[config.mk]
export PLATFORM = sky130hd
export DESIGN_NAME = json_string_escaper_core_flat
export DESIGN_NICKNAME = d
export VERILOG_FILES = /design/src/design/jse_pkg.sv /design/src/design/jse_if.sv /design/src/design/jse_front.sv /design/src/design/jse_fifo.sv /design/src/design/jse_back.sv /design/src/design/json_string_escaper_core.sv /design/src/flat_wrapper.sv
export VERILOG_INCLUDE_DIRS = /design/src /design/src/design
export SDC_FILE = /design/constraint.sdc
export NUM_CORES = 1
export LEC_CHECK = 0
export CAP_MARGIN = 10
export CORE_MARGIN = 1.5
export CORE_UTILIZATION = 30
export DETAILED_ROUTE_END_ITERATION = 7
export DONT_BUFFER_PORTS = 1
export GPL_TIMING_DRIVEN = 0
export PLACE_DENSITY = 0.55
export SYNTH_ARGS = -nofsm -noshare
export SYNTH_HDL_FRONTEND = slang
export SYNTH_SLANG_ARGS = --single-unit
export TNS_END_PERCENT = 1
[constraint.sdc]
create_clock -name clk_i -period 5.7 [get_ports clk_i]
set_input_delay 1.71 -clock clk_i [delete_from_list [all_inputs] [get_ports clk_i]]
set_output_delay 1.71 -clock clk_i [all_outputs]
set_load 0.02 [all_outputs]
[src/design/json_string_escaper_core_assert.svh]
// ----------------------------------------------------------------------------
// assertion macros for the json string escaper
// concurrent checks written in one form across the project
// ----------------------------------------------------------------------------
`ifndef JSON_STRING_ESCAPER_CORE_ASSERT_SVH
`define JSON_STRING_ESCAPER_CORE_ASSERT_SVH

// same-cycle implication, disabled while reset is asserted
`define JSE_ASSERT_IMPL(label, clk, rst_n, ante, cons) \
  label: assert property (@(posedge clk) disable iff (!(rst_n)) (ante) |-> (cons)) \
    else $error("jse assertion failed");

// next-cycle implication, disabled while reset is asserted
`define JSE_ASSERT_NEXT(label, clk, rst_n, ante, cons) \
  label: assert property (@(posedge clk) disable iff (!(rst_n)) (ante) |=> (cons)) \
    else $error("jse assertion failed");

`endif

[src/design/jse_pkg.sv]
// ----------------------------------------------------------------------------
// jse_pkg
// shared types, character codes and helpers of the json string escaper
// ----------------------------------------------------------------------------
`timescale 1ns / 1ps
`default_nettype none

package jse_pkg;

  localparam int unsigned JseFifoDepth = 4;

  // raw input bytes with special meaning
  localparam logic [7:0] ByteQuote     = 8'h22;
  localparam logic [7:0] ByteBackslash = 8'h5C;
  localparam logic [7:0] ByteBackspace = 8'h08;
  localparam logic [7:0] ByteFormFeed  = 8'h0C;
  localparam logic [7:0] ByteNewline   = 8'h0A;
  localparam logic [7:0] ByteReturn    = 8'h0D;
  localparam logic [7:0] ByteTab       = 8'h09;
  localparam logic [7:0] BytePrintLo   = 8'h20;
  localparam logic [7:0] BytePrintHi   = 8'h7E;
  localparam logic [2:0] LeadPrefix    = 3'b110;

  // output characters
  localparam logic [6:0] CharQuote     = 7'h22;
  localparam logic [6:0] CharBackslash = 7'h5C;
  localparam logic [6:0] CharB         = 7'h62;
  localparam logic [6:0] CharF         = 7'h66;
  localparam logic [6:0] CharN         = 7'h6E;
  localparam logic [6:0] CharR         = 7'h72;
  localparam logic [6:0] CharT         = 7'h74;
  localparam logic [6:0] CharU         = 7'h75;
  localparam logic [6:0] CharZero      = 7'h30;
  localparam logic [6:0] CharQuestion  = 7'h3F;
  localparam logic [6:0] HexLetterBase = 7'h37;

  typedef enum logic [1:0] {
    KIND_CHAR = 2'd0,
    KIND_PAIR = 2'd1,
    KIND_UNI  = 2'd2
  } jse_kind_e;

  // one queued output run
  typedef struct packed {
    jse_kind_e   kind;
    logic [6:0]  ch;
    logic [10:0] code;
  } jse_cmd_t;

  typedef struct packed {
    logic push;
    logic lead_pending;
  } jse_front_stat_t;

  typedef struct packed {
    logic full;
    logic empty;
  } jse_fifo_stat_t;

  function automatic logic [6:0] jse_hex(input logic [3:0] nib);
    logic [6:0] ext;
    ext = {3'b000, nib};
    return (nib < 4'd10) ? (CharZero + ext) : (HexLetterBase + ext);
  endfunction

  function automatic logic [2:0] jse_len(input jse_kind_e kind);
    logic [2:0] len;
    unique case (kind)
      KIND_CHAR: len = 3'd1;
      KIND_PAIR: len = 3'd2;
      KIND_UNI:  len = 3'd6;
      default:   len = 3'd1;
    endcase
    return len;
  endfunction

  function automatic logic [6:0] jse_char_at(input jse_cmd_t cmd, input logic [2:0] idx);
    logic [6:0] c;
    unique case (cmd.kind)
      KIND_CHAR: c = cmd.ch;
      KIND_PAIR: c = (idx == 3'd0) ? CharBackslash : cmd.ch;
      KIND_UNI: begin
        unique case (idx)
          3'd0:    c = CharBackslash;
          3'd1:    c = CharU;
          3'd2:    c = CharZero;
          3'd3:    c = jse_hex({1'b0, cmd.code[10:8]});
          3'd4:    c = jse_hex(cmd.code[7:4]);
          default: c = jse_hex(cmd.code[3:0]);
        endcase
      end
      default:   c = CharQuestion;
    endcase
    return c;
  endfunction

endpackage

`default_nettype wire

[src/design/jse_if.sv]
// ----------------------------------------------------------------------------
// jse channel interfaces
// valid/ready channels for raw bytes in and escaped characters out
// ----------------------------------------------------------------------------
`timescale 1ns / 1ps
`default_nettype none

interface jse_in_if;
  logic       valid;
  logic       ready;
  logic [7:0] in_byte;
  logic       end_of_text;

  modport source (output valid, output in_byte, output end_of_text, input ready);
  modport sink   (input valid, input in_byte, input end_of_text, output ready);
endinterface

interface jse_out_if;
  logic       valid;
  logic       ready;
  logic [6:0] out_char;
  logic       last_of_run;

  modport source (output valid, output out_char, output last_of_run, input ready);
  modport sink   (input valid, input out_char, input last_of_run, output ready);
endinterface

`default_nettype wire

[src/design/jse_front.sv]
// ----------------------------------------------------------------------------
// jse_front
// classifies raw bytes into output runs and tracks a pending utf-8 lead
// ----------------------------------------------------------------------------
`timescale 1ns / 1ps
`default_nettype none

module jse_front (
  input  wire logic                  clk_i,
  input  wire logic                  rst_ni,
  input  wire logic                  accept_i,
  input  wire logic [7:0]            in_byte_i,
  input  wire logic                  end_of_text_i,
  output jse_pkg::jse_cmd_t          cmd_o,
  output jse_pkg::jse_front_stat_t   stat_o
);
  import jse_pkg::*;

  logic       pending_q, pending_d;
  logic [4:0] bits_q, bits_d;
  logic       has_cmd;
  jse_cmd_t   cmd;

  always_comb begin
    has_cmd   = 1'b1;
    cmd.kind  = KIND_CHAR;
    cmd.ch    = CharQuestion;
    cmd.code  = {bits_q, in_byte_i[5:0]};
    pending_d = pending_q;
    bits_d    = bits_q;
    if (accept_i) begin
      pending_d = 1'b0;
      bits_d    = '0;
    end
    priority if (pending_q) begin
      cmd.kind = KIND_UNI;
    end else if (in_byte_i == ByteQuote) begin
      cmd.kind = KIND_PAIR;
      cmd.ch   = CharQuote;
    end else if (in_byte_i == ByteBackslash) begin
      cmd.kind = KIND_PAIR;
      cmd.ch   = CharBackslash;
    end else if (in_byte_i == ByteBackspace) begin
      cmd.kind = KIND_PAIR;
      cmd.ch   = CharB;
    end else if (in_byte_i == ByteFormFeed) begin
      cmd.kind = KIND_PAIR;
      cmd.ch   = CharF;
    end else if (in_byte_i == ByteNewline) begin
      cmd.kind = KIND_PAIR;
      cmd.ch   = CharN;
    end else if (in_byte_i == ByteReturn) begin
      cmd.kind = KIND_PAIR;
      cmd.ch   = CharR;
    end else if (in_byte_i == ByteTab) begin
      cmd.kind = KIND_PAIR;
      cmd.ch   = CharT;
    end else if (in_byte_i >= BytePrintLo && in_byte_i <= BytePrintHi) begin
      cmd.ch = in_byte_i[6:0];
    end else if (in_byte_i[7:5] == LeadPrefix && !end_of_text_i) begin
      // lead byte waits for its continuation, nothing emitted yet
      has_cmd = 1'b0;
      if (accept_i) begin
        pending_d = 1'b1;
        bits_d    = in_byte_i[4:0];
      end
    end else begin
      cmd.ch = CharQuestion;
    end
  end

  always_ff @(posedge clk_i or negedge rst_ni) begin
    if (!rst_ni) begin
      pending_q <= 1'b0;
      bits_q    <= '0;
    end else begin
      pending_q <= pending_d;
      bits_q    <= bits_d;
    end
  end

  assign cmd_o               = cmd;
  assign stat_o.push         = accept_i && has_cmd;
  assign stat_o.lead_pending = pending_q;

endmodule

`default_nettype wire

[src/design/jse_fifo.sv]
// ----------------------------------------------------------------------------
// jse_fifo
// short run queue between the classifier and the character sequencer
// ----------------------------------------------------------------------------
`timescale 1ns / 1ps
`default_nettype none

module jse_fifo #(
  parameter int unsigned Depth = jse_pkg::JseFifoDepth
) (
  input  wire logic                clk_i,
  input  wire logic                rst_ni,
  input  wire logic                push_i,
  input  jse_pkg::jse_cmd_t        push_data_i,
  input  wire logic                pop_i,
  output jse_pkg::jse_cmd_t        head_o,
  output jse_pkg::jse_fifo_stat_t  stat_o
);
  import jse_pkg::*;

  localparam int unsigned PtrW = (Depth > 1) ? $clog2(Depth) : 1;
  localparam int unsigned CntW = $clog2(Depth + 1);
  localparam logic [PtrW-1:0] LastPtr = PtrW'(Depth - 1);
  localparam logic [CntW-1:0] FullCnt = CntW'(Depth);

  jse_cmd_t        mem_q [Depth];
  logic [PtrW-1:0] wr_q, wr_d, rd_q, rd_d;
  logic [CntW-1:0] cnt_q, cnt_d;
  logic            do_push, do_pop;

  assign do_push = push_i && (cnt_q != FullCnt);
  assign do_pop  = pop_i && (cnt_q != '0);

  always_comb begin
    wr_d  = wr_q;
    rd_d  = rd_q;
    cnt_d = cnt_q;
    if (do_push) begin
      wr_d = (wr_q == LastPtr) ? '0 : wr_q + 1'b1;
    end
    if (do_pop) begin
      rd_d = (rd_q == LastPtr) ? '0 : rd_q + 1'b1;
    end
    unique case ({do_push, do_pop})
      2'b10:   cnt_d = cnt_q + 1'b1;
      2'b01:   cnt_d = cnt_q - 1'b1;
      default: cnt_d = cnt_q;
    endcase
  end

  always_ff @(posedge clk_i) begin
    if (do_push) begin
      mem_q[wr_q] <= push_data_i;
    end
  end

  always_ff @(posedge clk_i or negedge rst_ni) begin
    if (!rst_ni) begin
      wr_q  <= '0;
      rd_q  <= '0;
      cnt_q <= '0;
    end else begin
      wr_q  <= wr_d;
      rd_q  <= rd_d;
      cnt_q <= cnt_d;
    end
  end

  assign head_o       = mem_q[rd_q];
  assign stat_o.full  = (cnt_q == FullCnt);
  assign stat_o.empty = (cnt_q == '0);

endmodule

`default_nettype wire

[src/design/jse_back.sv]
// ----------------------------------------------------------------------------
// jse_back
// expands queued runs into characters, one per cycle while the output is ready, into an output register
// ----------------------------------------------------------------------------
`timescale 1ns / 1ps
`default_nettype none

module jse_back (
  input  wire logic                clk_i,
  input  wire logic                rst_ni,
  input  jse_pkg::jse_cmd_t        head_i,
  input  jse_pkg::jse_fifo_stat_t  fifo_stat_i,
  output logic                     pop_o,
  output logic                     out_valid_o,
  input  wire logic                out_ready_i,
  output logic [6:0]               out_char_o,
  output logic                     out_last_o
);
  import jse_pkg::*;

  logic       busy_q, busy_d;
  logic [2:0] idx_q, idx_d;
  jse_cmd_t   cur_q, cur_d;
  logic       valid_q, valid_d;
  logic [6:0] char_q, char_d;
  logic       last_q, last_d;

  jse_cmd_t   src;
  logic [2:0] src_idx;
  logic       have;
  logic       load;
  logic       src_last;

  always_comb begin
    src      = busy_q ? cur_q : head_i;
    src_idx  = busy_q ? idx_q : 3'd0;
    have     = busy_q || !fifo_stat_i.empty;
    load     = !valid_q || out_ready_i;
    src_last = (src_idx == jse_len(src.kind) - 3'd1);
  end

  always_comb begin
    busy_d  = busy_q;
    idx_d   = idx_q;
    cur_d   = cur_q;
    valid_d = valid_q;
    char_d  = char_q;
    last_d  = last_q;
    pop_o   = 1'b0;
    if (load) begin
      valid_d = have;
      if (have) begin
        char_d = jse_char_at(src, src_idx);
        last_d = src_last;
        pop_o  = !busy_q;
        if (src_last) begin
          busy_d = 1'b0;
        end else begin
          busy_d = 1'b1;
          cur_d  = src;
          idx_d  = src_idx + 3'd1;
        end
      end
    end
  end

  always_ff @(posedge clk_i or negedge rst_ni) begin
    if (!rst_ni) begin
      busy_q  <= 1'b0;
      idx_q   <= '0;
      valid_q <= 1'b0;
    end else begin
      busy_q  <= busy_d;
      idx_q   <= idx_d;
      valid_q <= valid_d;
    end
  end

  always_ff @(posedge clk_i) begin
    cur_q  <= cur_d;
    char_q <= char_d;
    last_q <= last_d;
  end

  assign out_valid_o = valid_q;
  assign out_char_o  = char_q;
  assign out_last_o  = last_q;

endmodule

`default_nettype wire

[src/design/json_string_escaper_core.sv]
// an accepted byte's run is written into the run queue, and its characters are later loaded into the output register;
//   a lead byte's run comes out with its continuation
// throughput: one byte accepted per cycle while the run queue has room; the output
//   register drains one character per cycle while the output is ready, so an escape becomes 2 or 6 characters
// the run queue depth (FifoDepth) sets how long escapes can be absorbed without stalling input
// reset: asynchronous active low, clears the pending lead, the queue and the output register
// ----------------------------------------------------------------------------
// json_string_escaper_core
// streaming json string escaper: raw bytes in, escaped printable characters out
// ----------------------------------------------------------------------------
`timescale 1ns / 1ps
`default_nettype none

`include "json_string_escaper_core_assert.svh"

module json_string_escaper_core #(
  parameter int unsigned FifoDepth = jse_pkg::JseFifoDepth
) (
  input  wire logic   clk_i,
  input  wire logic   rst_ni,
  jse_in_if.sink      in_i,
  jse_out_if.source   out_o
);
  import jse_pkg::*;

  // front to queue
  jse_cmd_t        front_cmd;
  jse_front_stat_t front_stat;
  logic            in_accept;

  // queue to back
  jse_cmd_t        head;
  jse_fifo_stat_t  fifo_stat;
  logic            pop;

  // input is taken whenever the queue can hold another run, even when the
  // byte turns out to produce nothing (a held lead byte)
  assign in_i.ready = !fifo_stat.full;
  assign in_accept  = in_i.valid && !fifo_stat.full;

  // classifier: decides the run for each byte, owns the lead state
  jse_front u_front (
    .clk_i         (clk_i),
    .rst_ni        (rst_ni),
    .accept_i      (in_accept),
    .in_byte_i     (in_i.in_byte),
    .end_of_text_i (in_i.end_of_text),
    .cmd_o         (front_cmd),
    .stat_o        (front_stat)
  );

  // run queue decouples byte intake from character output
  jse_fifo #(
    .Depth (FifoDepth)
  ) u_fifo (
    .clk_i       (clk_i),
    .rst_ni      (rst_ni),
    .push_i      (front_stat.push),
    .push_data_i (front_cmd),
    .pop_i       (pop),
    .head_o      (head),
    .stat_o      (fifo_stat)
  );

  // sequencer: walks each run and feeds the output register
  jse_back u_back (
    .clk_i       (clk_i),
    .rst_ni      (rst_ni),
    .head_i      (head),
    .fifo_stat_i (fifo_stat),
    .pop_o       (pop),
    .out_valid_o (out_o.valid),
    .out_ready_i (out_o.ready),
    .out_char_o  (out_o.out_char),
    .out_last_o  (out_o.last_of_run)
  );

  // a run is never pushed into a full queue
  `JSE_ASSERT_IMPL(a_no_push_full, clk_i, rst_ni, front_stat.push, !fifo_stat.full)
  // the sequencer only pops an occupied queue
  `JSE_ASSERT_IMPL(a_no_pop_empty, clk_i, rst_ni, pop, !fifo_stat.empty)
  // the byte after a held lead always becomes a unicode escape run
  `JSE_ASSERT_IMPL(a_lead_completes, clk_i, rst_ni, front_stat.lead_pending && in_accept,
                   front_stat.push && front_cmd.kind == KIND_UNI)
  // accepting the byte after a held lead clears the pending mark on the next cycle
  `JSE_ASSERT_NEXT(a_lead_cleared, clk_i, rst_ni, front_stat.lead_pending && in_accept,
                   !front_stat.lead_pending)

endmodule

`default_nettype wire

[src/flat_wrapper.sv]
// flat-port wrapper written by rule: the top's interface ports become plain ports
module json_string_escaper_core_flat import jse_pkg::*;
#(
  parameter int unsigned FifoDepth = jse_pkg::JseFifoDepth
)
  (clk_i, rst_ni, in_i_valid, in_i_in_byte, in_i_end_of_text, in_i_ready, out_o_valid, out_o_out_char, out_o_last_of_run, out_o_ready);
  jse_in_if in_i_i ();
  jse_out_if out_o_i ();
  input  wire logic clk_i;
  input  wire logic rst_ni;
  input wire logic [$bits(in_i_i.valid)-1:0] in_i_valid;
  input wire logic [$bits(in_i_i.in_byte)-1:0] in_i_in_byte;
  input wire logic [$bits(in_i_i.end_of_text)-1:0] in_i_end_of_text;
  output wire logic [$bits(in_i_i.ready)-1:0] in_i_ready;
  output wire logic [$bits(out_o_i.valid)-1:0] out_o_valid;
  output wire logic [$bits(out_o_i.out_char)-1:0] out_o_out_char;
  output wire logic [$bits(out_o_i.last_of_run)-1:0] out_o_last_of_run;
  input wire logic [$bits(out_o_i.ready)-1:0] out_o_ready;
  assign in_i_i.valid = in_i_valid;
  assign in_i_i.in_byte = in_i_in_byte;
  assign in_i_i.end_of_text = in_i_end_of_text;
  assign in_i_ready = in_i_i.ready;
  assign out_o_valid = out_o_i.valid;
  assign out_o_out_char = out_o_i.out_char;
  assign out_o_last_of_run = out_o_i.last_of_run;
  assign out_o_i.ready = out_o_ready;
  json_string_escaper_core #(.FifoDepth(FifoDepth)) u_core (.clk_i(clk_i), .rst_ni(rst_ni), .in_i(in_i_i), .out_o(out_o_i));
endmodule
==> run_results.csv <==
group,metric,value,unit
synthesis,synth_ff_type,"edfxtp_1",
critical_path,critPathTopFamily,"buffers and inverters",
cts,holdBufCountCts,0,
critical_path,path_depth,13,
synthesis,yosys.cell_count.top_type,"edfxtp_1",
finish,fin_util,35.6,%
sta,relSlewSlack,24.6,%
critical_path,crit_top_cell,"buf_2",
synthesis,synth_seq_cells,126,
sta,tightestPinTransition,1130,ps
drt,antenna_left,0,
global_routing,grt_pass1_wl,19900,um
critical_path,worstRegToRegCells,13,
critical_path,slowest_delay,640,ps
sta,finalSetupViolations,0,
synthesis,ys_warn_count,0,
synthesis,syn_inst,413,
critical_path,path_max_fanout,11,
floorplan,rows,50,
finish,multiInputGateArea,1920,um2
synthesis,async_flop_share,14.3,%
floorplan,die_area,20100,um2
cts,clkSinkCount,126,
cts,tritoncts,"done",
cts,cts_resized,0,
cts,clk_latency,420,ps
critical_path,reg2reg_from,"u_core.u_fifo.rd_q[1]",
finish,fin_area,6690,um2
drt,drt-initial-drc-count,250,
synthesis,synth_area_per_cell,14.0,um2
place,hpwl,8560,um
sta,setup_tns,0,ps
finish,antennaDiodeCount,0,
synthesis,synth_top_area_share,56.1,%
sta,finalCritPeriodShare,70.2,%
critical_path,crit_end,"u_core.u_back.idx_q[1]",
global_routing,grt.overflow.total,0,
global_routing,grt_usage,13.4,%
drt,drt-vias-per-instance,5.06,
place,dpl_cell_area,6100,um2
cts,cts_buffers,17,
synthesis,syn_area,5780,um2
global_routing,antenna_found_initial,0,
synthesis,synth_edf_count,108,
sta,min_period,4000,ps
cts,clk_pin_slew,60,ps
finish,syn2layout_area_growth,15.7,%
place,routabilityCongestion,0.818,
critical_path,cp_slowest_cell,"nor3_2",
critical_path,endpoint_kind,"flip-flop",
sta,max_freq,250,MHz
sta,hold_viol,0,
finish,seq_area,3690,um2
critical_path,worstPathRequired,6010,ps
drt,drcViolationCount,0,
sta,skew,12.1,ps
floorplan,die_height,142,um
cts,clockBufferDepth,2,
finish,final_cells,681,
synthesis,synth_nets,444,
power_and_ir_drop,p_per_area,636,nW/um2
critical_path,critical_path_class,"reg2reg",
place,io_buffers,0,
critical_path,cp.buffers_inverters,5,
power_and_ir_drop,p_leak,0.00244,uW
global_routing,grt_pass1_vias,3472,
cts,h-tree-depth,4,
drt,drt_first_pass_iters,5,
synthesis,synth_area_leader_cell,"edfxtp_1",
synthesis,synth_common_cells,"edfxtp_1 (108), nand2_1 (41), nor2_1 (25), inv_1 (21)",
finish,drive_above_1_share,15.4,%
place,dp.cells,649,
run_status,status,"finished, final reports clean",
floorplan,dieWidth,142,um
drt,post_drt_wl_per_cell,18.4,um
synthesis,ys_seq_area_share,63.9,%
cts,cts_root_buf,"clkbuf_16",
floorplan,start_util,30.8,%
critical_path,ff2ff_setup_slack,1700,ps
global_routing,grt_max_degree,21,
floorplan,io_pins,23,
finish,nets,465,
power_and_ir_drop,ir_worst_vdd,0.267,mV
drt,vias,3443,
sta,rsz0062_at_grt,"no",
drt,wirelength,12500,um
sta,hold_ws,529,ps
min_path,hold_class,"reg2reg",
cts,cts_setup_buffers,0,
sta,finalMaxSlewViolations,0,
finish,fillCellCount,1808,
synthesis,ys_top_cells_by_area,"edfxtp_1 (56%), dfrtp_1 (7.8%), mux4_2 (5.1%)",
critical_path,critPathLaunchType,"flip-flop",
job,drv_cap,0,
critical_path,cp_cell_sequence,"buf_4 > buf_2 > buf_2 > mux4_2 > nand2_1 > and2_1 > ha_1 > clkbuf_1 > xnor2_1 > nor3_1 > nor3_2 > buf_6 > mux2_2",
critical_path,setup.worst_path.start,"u_core.u_fifo.rd_q[1]",
critical_path,r2r_end,"u_core.u_back.idx_q[1]",
floorplan,core,18800,um2
synthesis,synth.distinct_cells,58,
critical_path,worstPathArrival,4310,ps
cell usage in the layout (no fill, tap or decap), types with 5 or more instances in the layout:
cell type  count
nor2b_1        6
mux4_2        13
and2_1         8
mux2i_1       10
a211oi_1       6
edfxtp_1     108
buf_6          5
clkbuf_1       6
dfrtp_1       18
mux2_2         9
o211ai_1       5
nor3_1         7
a21oi_1       18
nor2_1        25
clkbuf_16     17
o21ai_0       12
a22o_1         5
inv_8          5
inv_1         21
inv_6          6
nand2_1       41
ha_1          17
nand2b_1       8
stage by stage:
step | worst slack, ps | total power (uW)
after floorplan | 1260 | 2690
after global placement | -252 | 3120
after detailed placement | 1660 | 3180
after CTS | 1630 | 4280
after global routing | 1390 | 4530
final | 1700 | 4250
metal layers:
layer,vias to the layer above,track usage (%),part of all wire (%)
met5,-,0,0
met4,0,4.56,1.1
met3,12,4.05,4.9
met2,95,20.2,45
met1,1725,18.4,49
li1,1611,-,-
final cells by class:
cell class	instances	area share, %
clock inverters	15	2.45
repair buffers	2	0.337
multi-input cells	250	28.6
inverters	22	1.23
plain buffers	15	1.38
clock buffers	17	6.36
flip-flops and latches	126	55.2
well taps	234	4.38
power by group:
part / total, uW / switching [uW] / internal (uW) / leakage [uW]
registers: 1510 / 132 / 1380 / 0.00123
clock network: 1090 / 464 / 624 / 0.000289
logic: 1650 / 1020 / 635 / 0.000922
total: 4250 / 1610 / 2640 / 0.00244
registers in the layout (all words and copies together) (netlist names), named ones only:
| signal | cells |
|---|---|
| u_core.u_back.idx_q | 3 |
| u_core.u_fifo.rd_q | 2 |
| u_core.u_fifo.mem_q | 80 |
| u_core.u_back.out_char_o | 7 |
| u_core.u_fifo.wr_q | 2 |
| u_core.u_back.out_valid_o | 1 |
| u_core.u_back.out_last_o | 1 |
| u_core.u_back.busy_q | 1 |
| u_core.u_back.cur_q | 20 |
| u_core.u_fifo.cnt_q | 3 |
how the worst min path moves through the flow:
stage                                 endpoint  slack, ps                    from  depth (start not counted)
floorplan           u_core.u_fifo.mem_q[0][19]        470               flip-flop                          0
finish                  u_core.u_fifo.cnt_q[0]        530  u_core.u_fifo.cnt_q[0]                          1
detailed placement      u_core.u_back.idx_q[1]        510  u_core.u_back.idx_q[1]                          1
CTS                 u_core.u_fifo.mem_q[3][19]        520               flip-flop                          0
global placement        u_core.u_back.idx_q[1]        500  u_core.u_back.idx_q[1]                          1
global route        u_core.u_fifo.mem_q[3][19]        530               flip-flop                          0
cells by family (layout without fill, tap and decap cells):
family          after synthesis  in the layout  share of synthesized area, %
xor+xnor                      6              6                         0.909
simple gates                115            115                          9.50
buf+inv                      37             71                          3.03
flops                       126            126                          63.9
mux                          35             35                          9.72
fa+ha+maj                    18             18                          4.03
compound gates               76             76                          8.90
Note: power is estimated with default switching activity, not from simulation.
